File: src/rtl/core/vna_pkg.sv
// ----------------------------------------------------------------------------
// vna_pkg
// Shared types and constants of the vertex normal accumulator.
// ----------------------------------------------------------------------------
package vna_pkg;

   localparam int MAX_VERTICES_DEF = 1024;

   localparam int OP_W  = 2;
   localparam int IDX_W = 10;
   localparam int POS_W = 24;
   localparam int DIF_W = POS_W + 1;
   localparam int PRD_W = 2 * DIF_W;
   localparam int SUM_W = 32;
   localparam int CNT_W = 16;
   localparam int NRM_W = 16;
   localparam int VEC_W = 52;
   localparam int MAG_W = VEC_W;

   localparam int REQ_W = 112;
   localparam int RSP_W = 64;

   typedef enum logic [OP_W-1:0] {
      OP_LOAD  = 2'd0,
      OP_TRI   = 2'd1,
      OP_READ  = 2'd2,
      OP_CLEAR = 2'd3
   } op_type;

   typedef struct packed {
      logic signed [NRM_W-1:0] z;
      logic signed [NRM_W-1:0] y;
      logic signed [NRM_W-1:0] x;
   } nrm_type;

endpackage

File: src/rtl/core/vna_unit.sv
// ----------------------------------------------------------------------------
// vna_unit
// Iterative unit-length scaler: normalizes a 3-vector to Q1.14 by a
// bit-serial shift, squares, a digit-serial square root and a long division.
// ----------------------------------------------------------------------------
module vna_unit (
   input  logic                              clock,
   input  logic                              reset,
   input  logic                              start,
   input  logic signed [vna_pkg::VEC_W-1:0]  vec_x,
   input  logic signed [vna_pkg::VEC_W-1:0]  vec_y,
   input  logic signed [vna_pkg::VEC_W-1:0]  vec_z,
   output logic                              done,
   output vna_pkg::nrm_type                  result
);

   localparam int MW = vna_pkg::MAG_W;
   localparam int NW = vna_pkg::NRM_W;
   localparam int QW = NW - 1;
   localparam logic [MW-1:0] NORM_HI = {{(MW-31){1'b0}}, 1'b1, 30'b0};
   localparam logic [MW-1:0] NORM_LO = {{(MW-30){1'b0}}, 1'b1, 29'b0};

   typedef enum logic [2:0] {U_IDLE, U_NORM, U_SQ, U_SQRT, U_DINIT, U_DIV} ustate_type;

   ustate_type           state_ff;
   logic [MW-1:0]        mag_ff [3];
   logic                 neg_ff [3];
   logic [59:0]          prod_ff;
   logic [61:0]          s_ff;
   logic [61:0]          x_ff;
   logic [62:0]          r_ff;
   logic [62:0]          rbit_ff;
   logic [4:0]           cnt_ff;
   logic [1:0]           comp_ff;
   logic [30:0]          len_ff;
   logic [31:0]          rem_ff;
   logic [QW-1:0]        low_ff;
   logic [QW-1:0]        q_ff;
   logic signed [NW-1:0] res_ff [3];
   logic                 done_ff;

   logic [MW-1:0] m_max;
   logic [MW-1:0] abs_x, abs_y, abs_z;
   logic [62:0]   sq_t, x_ext, r_nx;
   logic          sq_ge;
   logic [45:0]   num;
   logic [32:0]   rem2, den_ext;
   logic          dv_ge;
   logic [QW-1:0] q_nx;
   logic signed [NW-1:0] q_signed;

   always_comb begin
      abs_x = vec_x[vna_pkg::VEC_W-1] ? MW'(-vec_x) : MW'(vec_x);
      abs_y = vec_y[vna_pkg::VEC_W-1] ? MW'(-vec_y) : MW'(vec_y);
      abs_z = vec_z[vna_pkg::VEC_W-1] ? MW'(-vec_z) : MW'(vec_z);
      m_max = mag_ff[0];
      if (mag_ff[1] > m_max) begin
         m_max = mag_ff[1];
      end
      if (mag_ff[2] > m_max) begin
         m_max = mag_ff[2];
      end
      // One step of the digit-by-digit square root.
      sq_t  = r_ff + rbit_ff;
      x_ext = {1'b0, x_ff};
      sq_ge = (x_ext >= sq_t);
      r_nx  = sq_ge ? ((r_ff >> 1) + rbit_ff) : (r_ff >> 1);
      // Numerator of the rounded quotient is mag * 2^15 + L over 2L.
      num     = {1'b0, mag_ff[0][29:0], 15'b0} + {15'b0, len_ff};
      rem2    = {rem_ff, low_ff[QW-1]};
      den_ext = {1'b0, len_ff, 1'b0};
      dv_ge   = (rem2 >= den_ext);
      q_nx    = {q_ff[QW-2:0], dv_ge};
      q_signed = neg_ff[0] ? -$signed({1'b0, q_nx}) : $signed({1'b0, q_nx});
   end

   always_ff @(posedge clock) begin
      if (reset) begin
         state_ff <= U_IDLE;
         done_ff  <= 1'b0;
      end else begin
         done_ff <= 1'b0;
         case (state_ff)
            U_IDLE: begin
               if (start) begin
                  mag_ff[0] <= abs_x;
                  mag_ff[1] <= abs_y;
                  mag_ff[2] <= abs_z;
                  neg_ff[0] <= vec_x[vna_pkg::VEC_W-1];
                  neg_ff[1] <= vec_y[vna_pkg::VEC_W-1];
                  neg_ff[2] <= vec_z[vna_pkg::VEC_W-1];
                  state_ff  <= U_NORM;
               end
            end
            U_NORM: begin
               if (m_max == '0) begin
                  res_ff[0] <= '0;
                  res_ff[1] <= '0;
                  res_ff[2] <= '0;
                  done_ff   <= 1'b1;
                  state_ff  <= U_IDLE;
               end else if (m_max >= NORM_HI) begin
                  mag_ff[0] <= mag_ff[0] >> 1;
                  mag_ff[1] <= mag_ff[1] >> 1;
                  mag_ff[2] <= mag_ff[2] >> 1;
               end else if (m_max < NORM_LO) begin
                  mag_ff[0] <= mag_ff[0] << 1;
                  mag_ff[1] <= mag_ff[1] << 1;
                  mag_ff[2] <= mag_ff[2] << 1;
               end else begin
                  s_ff     <= '0;
                  cnt_ff   <= '0;
                  state_ff <= U_SQ;
               end
            end
            U_SQ: begin
               // Squares go through the multiplier one component a cycle.
               if (cnt_ff != 5'd3) begin
                  prod_ff   <= mag_ff[0][29:0] * mag_ff[0][29:0];
                  mag_ff[0] <= mag_ff[1];
                  mag_ff[1] <= mag_ff[2];
                  mag_ff[2] <= mag_ff[0];
                  neg_ff[0] <= neg_ff[1];
                  neg_ff[1] <= neg_ff[2];
                  neg_ff[2] <= neg_ff[0];
               end
               if (cnt_ff != 5'd0) begin
                  s_ff <= s_ff + {2'b0, prod_ff};
               end
               cnt_ff <= cnt_ff + 5'd1;
               if (cnt_ff == 5'd3) begin
                  x_ff     <= s_ff + {2'b0, prod_ff};
                  r_ff     <= '0;
                  rbit_ff  <= {1'b1, 62'b0};
                  cnt_ff   <= '0;
                  state_ff <= U_SQRT;
               end
            end
            U_SQRT: begin
               if (sq_ge) begin
                  x_ff <= 62'(x_ext - sq_t);
               end
               r_ff    <= r_nx;
               rbit_ff <= rbit_ff >> 2;
               cnt_ff  <= cnt_ff + 5'd1;
               if (cnt_ff == 5'd31) begin
                  len_ff   <= r_nx[30:0];
                  comp_ff  <= '0;
                  state_ff <= U_DINIT;
               end
            end
            U_DINIT: begin
               rem_ff   <= {1'b0, num[45:15]};
               low_ff   <= num[QW-1:0];
               q_ff     <= '0;
               cnt_ff   <= '0;
               state_ff <= U_DIV;
            end
            U_DIV: begin
               rem_ff <= dv_ge ? 32'(rem2 - den_ext) : rem2[31:0];
               low_ff <= low_ff << 1;
               q_ff   <= q_nx;
               cnt_ff <= cnt_ff + 5'd1;
               if (cnt_ff == 5'(QW - 1)) begin
                  res_ff[0] <= res_ff[1];
                  res_ff[1] <= res_ff[2];
                  res_ff[2] <= q_signed;
                  mag_ff[0] <= mag_ff[1];
                  mag_ff[1] <= mag_ff[2];
                  mag_ff[2] <= mag_ff[0];
                  neg_ff[0] <= neg_ff[1];
                  neg_ff[1] <= neg_ff[2];
                  neg_ff[2] <= neg_ff[0];
                  if (comp_ff == 2'd2) begin
                     done_ff  <= 1'b1;
                     state_ff <= U_IDLE;
                  end else begin
                     comp_ff  <= comp_ff + 2'd1;
                     state_ff <= U_DINIT;
                  end
               end
            end
            default: begin
               state_ff <= U_IDLE;
            end
         endcase
      end
   end

   assign done     = done_ff;
   assign result.x = res_ff[0];
   assign result.y = res_ff[1];
   assign result.z = res_ff[2];

endmodule

File: config.mk
export PLATFORM = sky130hd
export DESIGN_NAME = vna_unit
export DESIGN_NICKNAME = d
export VERILOG_FILES = /design/src/rtl/core/vna_pkg.sv /design/src/rtl/core/vna_unit.sv
export SDC_FILE = /design/constraint.sdc
export NUM_CORES = 2
export LEC_CHECK = 0
export BUFFER_PORTS_ARGS = -buffer_cell sky130_fd_sc_hd__clkbuf_2
export CAP_MARGIN = 20
export CORE_UTILIZATION = 30
export DETAILED_ROUTE_END_ITERATION = 6
export PLACE_DENSITY = 0.52
export SLEW_MARGIN = 5
export SYNTH_ARGS = -nofsm -noshare
export SYNTH_HDL_FRONTEND = slang
export SYNTH_SLANG_ARGS = --single-unit
File: constraint.sdc
create_clock -name clock -period 15.19 [get_ports clock]
set_input_delay 1.519 -clock clock [delete_from_list [all_inputs] [get_ports clock]]
set_output_delay 1.519 -clock clock [all_outputs]
set_load 0.01 [all_outputs]
---- Yosys cells after proc, flatten, opt, wreduce, memory -nomap -nowiden ----
Memory sizes are Yosys's and may differ from the RTL's.
Index checks and enable logic that the tools add are counted.
word-level totals
  flip-flop bits (word level) ............. 413
  word-level logic and storage cells ...... 189
  bits of input ports ..................... 159
  memories ................................ 3
  bits in writable memories ............... 207
operators by class
  multiplexer cells ....................... 92
  reduce and logical (&&, ||, !) cells .... 18
  multiply operators ...................... 1
  add/sub/neg operators ................... 12
  $lt $le $gt $ge ......................... 6
  bitwise gates (word level) .............. 22
  eq/ne operators ......................... 22
memories
  name    depth  width  rd ports  clocked after memory_dff  wr ports  RTL line        RTL
  mag_ff  3      52     3         0                         3         vna_unit.sv:26  logic [MW-1:0] mag_ff [3];
  res_ff  3      16     3         0                         3         vna_unit.sv:39  logic signed [NW-1:0] res_ff [3];
  neg_ff  3      1      3         0                         3         vna_unit.sv:27  logic neg_ff [3];
operator list
  operator              number
  $mux 52               17
  $mux 62               6
  $pmux 63 s2           2
  $pmux 62 s2           2
  $mux 63               3
  $neg 52->52           3
  $gt 52x52->1          2
  $mux 16               4
  $pmux 32 s2           1
  $add 62x63->63        1
  $add 63x63->63        1
  $ge 62x63->1          1
  $add 62x60->62        1
  $sub 62x62->62        1
  $mul 30x30->60        1
  $ge 52x31->1 const B  1
  $logic_not 52->1      1
  $lt 52x30->1 const B  1
  $add 45x31->46        1
  $mux 1                35
  $ge 33x32->1          1
  $mux 32               1
  $sub 32x32->32        1
  $pmux 15 s2           1
  other kinds (33)      84

---- Logic depth before layout (Yosys ltp) ----
An unclocked memory read counts as a cell.
  depth in word-level cells ............... 15
  depth in mapped cells ................... 32

---- Least setup slack after synthesis ----
Ideal clock, no wire load.
  kind .................................... input to register
  start point ............................. in reset
  end point ............................... reg x_ff[0] (enable)
  data required time ...................... 14614 ps
  stages .................................. 3
  arrival ................................. 13051 ps
  path slack .............................. 1563 ps
  cell sequence ........................... clkbuf_1 nor3_1 a21boi_0
on the way
  longest elaborated chain between the ends .. 2
ends and longest elaborated chain
  element                            RTL line         RTL
  start, declared                    vna_unit.sv:8    input logic reset,
  $not 1->1 (no source line)         n/a
  $reduce_and 4->1 (no source line)  n/a
  end signal, assigned               vna_unit.sv:132  x_ff <= s_ff + {2'b0, prod_ff};
  end signal, assigned               vna_unit.sv:141  x_ff <= 62'(x_ext - sq_t);
  end, declared                      vna_unit.sv:30   logic [61:0] x_ff;
No other way between the ends.
A chain may end at the register's enable or synchronous reset.

==> results by group <==
Clock network
  – H-tree lvl count: 3
  – Max Buffers Root-to-Sink: 3
  – Hold-fix buffers at CTS: 0
  – Clk Latency, worst-skew pair: 740 ps
  – CTS tree: done
  – Setup Fix Bufs, Post-CTS: 0
  – Sink Count: 588
  – TritonCTS buffer count: 74
  – # resized after CTS: 0
  – Clk root buf: clkbuf_16
  – Clock transition at path regs: 60 ps

Timing
  – Max Slew Vio Count: 0
  – Unrepaired setup endpoints after global routing: no
  – Final Skew: 57.6 ps
  – Min cycle time layout: 9820 ps
  – Endpoints failing setup: 0
  – Worst slew pin tran: 1260 ps
  – Max Clock Freq: 102 MHz
  – Period utilization: 64.7%
  – Hold Vio Cnt, Final: 0
  – Worst rel slew slack: 15.7%
  – TNS Setup: 0 ps

Floorplanning
  – Core Box Area: 0.228 mm²
  – Die area: 0.232 mm²
  – Ports: 208
  – Starting density of the core: 30.3%
  – Die span in x: 482 µm
  – Num rows: 175
  – Die height: 482 µm

GRT
  – Largest net degree at the start of global routing: 179
  – Vias in the first global route: 55,244
  – Grt ovf: 0
  – First-pass GRT wire length: 342,000 µm
  – GRT Util Overall: 19.1%
  – Initial antenna violation count: 10

Detailed routing
  – Routed wire length: 224,000 µm
  – Post-route DRC: 0
  – DRT Pass-1 Iters: 6
  – Initial DRC Count: 4,481
  – Mean routed wirelength per cell: 21.3 µm
  – Routed Antenna Nets: 0
  – DR vias: 54,882
  – DR vias/cell: 5.21

Cells and area
  – # fillers: 23,483
  – Layout cells sized above 1: 6.57%
  – Fin nets: 8,918
  – Area growth syn-to-layout: 9.86%

Setup path
  – Worst setup SP type: flip-flop
  – Worst EP arrival: 10,310 ps
  – CP peak stage delay: 920 ps
  – Kind of critical path: flip-flop to flip-flop
  – Critical path's top delay family: adder cells
  – CP Capture Type: flip-flop
  – Crit path max-delay cell type: o41ai_1
  – Most used cell, CP: fa_1
  – Worst-path fanout max: 18
  – WP data required: 15,680 ps
  – CP bufs+invs: 5
  – Setup slack, reg-to-reg: 5370 ps

Place
  – I/O Buffers: 207
  – Hpwl dp: 172,000 µm
  – Placer Congestion: 0.883

Synthesis
  – EDFF count, synth: 584
  – Synthesized instance count: 7,410
  – Synth Cell Area: 0.0690 mm²
  – Synth top area cells: edfxtp_1, fa_1, ha_1
  – Syn Nets: 8,867
  – Syn avg cell area: 9.32 µm²
  – Yosys top cell area share: 25.4%
  – Synth Warn #: 0
  – Top FF cell, synth: edfxtp_1
  – Synth async-reset ratio: 0%
  – Post-synth cell types: 80
  – Seq/Total Area, Yosys: 25.5%
  – Yosys reg bits: 588
  – Synth area leader: edfxtp_1

Status
  – Status: finished, final reports clean

Min path
  – Hold WC Path Type: flip-flop to flip-flop

Job
  – Max-cap violation count: 0
==> metrics by stage <==
step	worst slack [ps]	cell area, µm²	instances	utilization [%]	hold slack, ps
global route	4960	75800	10529	33.3	555
finish	5370	75800	10532	33.3	525
detailed placement	5280	73400	10394	32.2	513
CTS	5310	75800	10524	33.3	520
global placement	5450	73400	10392	32.2	506
floorplan	1560	69000	7410	-	496
==> registers in the layout, summed over array words and instances (netlist names), 14 cells and up <==
signal,flops
mag_ff,156
r_ff,63
s_ff,62
x_ff,62
prod_ff,59
res_ff,48
rbit_ff,32
rem_ff,32
len_ff,31
low_ff,15
q_ff,14
==> cell families after synthesis <==
logic type      after synthesis  synth area share (%)
compound gates             1750                  15.8
xor+xnor                    502                  6.37
fa+ha+maj                  1298                  31.1
buf+inv                    1247                  6.79
flops                       588                  25.5
mux                          89                  1.31
simple gates               1936                  13.0
==> metal layers <==
layer  share of wire [%]  wire (µm)  GRT usage, %
met5                   0          0             0
met3                 5.9      13100          2.49
met4                 2.2       4900          4.33
met2                  46     103000          30.6
met1                  46     104000          27.2
==> layout by cell type (no fill, tap or decap), types with 45 or more instances in the layout <==
| cell | instances |
|---|---|
| nor2b_1 | 78 |
| fa_1 | 699 |
| clkbuf_2 | 207 |
| edfxtp_1 | 584 |
| o21ai_0 | 606 |
| a22oi_1 | 150 |
| and3_1 | 82 |
| inv_1 | 912 |
| ha_1 | 599 |
| mux2i_1 | 77 |
| nor3_1 | 56 |
| nand2_1 | 696 |
| a31oi_1 | 82 |
| nor2_1 | 533 |
| xor2_1 | 278 |
| buf_4 | 84 |
| o21a_1 | 45 |
| o31ai_1 | 60 |
| a21oi_1 | 315 |
| o21bai_1 | 64 |
| nand4_1 | 78 |
| nor4_1 | 65 |
| a21o_1 | 181 |
| nand3_1 | 70 |
| clkbuf_16 | 74 |
| xnor2_1 | 224 |
| and2_1 | 104 |
==> area by class of cell <==
| class | instances | area (µm²) | share of cell area, % |
|---|---|---|---|
| multi-input combinational | 5575 | 46800 | 61.8 |
| sequential | 588 | 17600 | 23.2 |
| tap | 3009 | 3760 | 4.96 |
| inverter | 929 | 3490 | 4.60 |
| clock buffer | 85 | 1890 | 2.50 |
| timing repair buffer | 293 | 1710 | 2.26 |
| clock inverter | 45 | 497 | 0.655 |
| antenna | 8 | 20.0 | 0.0264 |
==> final timing paths <==
check / end / start / cells after the start
min reg2reg: res_ff[0][17] / res_ff[0][33] / 1
max reg2reg: prod_ff[58] / mag_ff[0][9] / 27
max: prod_ff[58] / mag_ff[0][9] / 27
min: res_ff[0][17] / res_ff[0][33] / 1
==> Yosys cell counts (all sizes together), types with 12 or more instances <==
cell type,n
inv,915
fa,699
nand2,698
o21ai,615
ha,599
edfxtp,584
nor2,535
a21oi,316
xor2,278
clkbuf,268
xnor2,224
a21o,181
a22oi,150
and2,107
and3,83
a31oi,82
nor2b,79
nand4,78
mux2i,77
nand3,70
nor4,66
o21bai,64
o31ai,61
nor3,58
buf,50
o21a,45
or3,43
nand2b,38
o211ai,36
o41ai,36
or4,36
a211oi,34
or2,23
a31o,19
a211o,14
clkinv,14
mux2,12
Power is left out: the tool's default activity adds up to more than one toggle a clock period on the data nets, which glitch-free logic cannot reach.
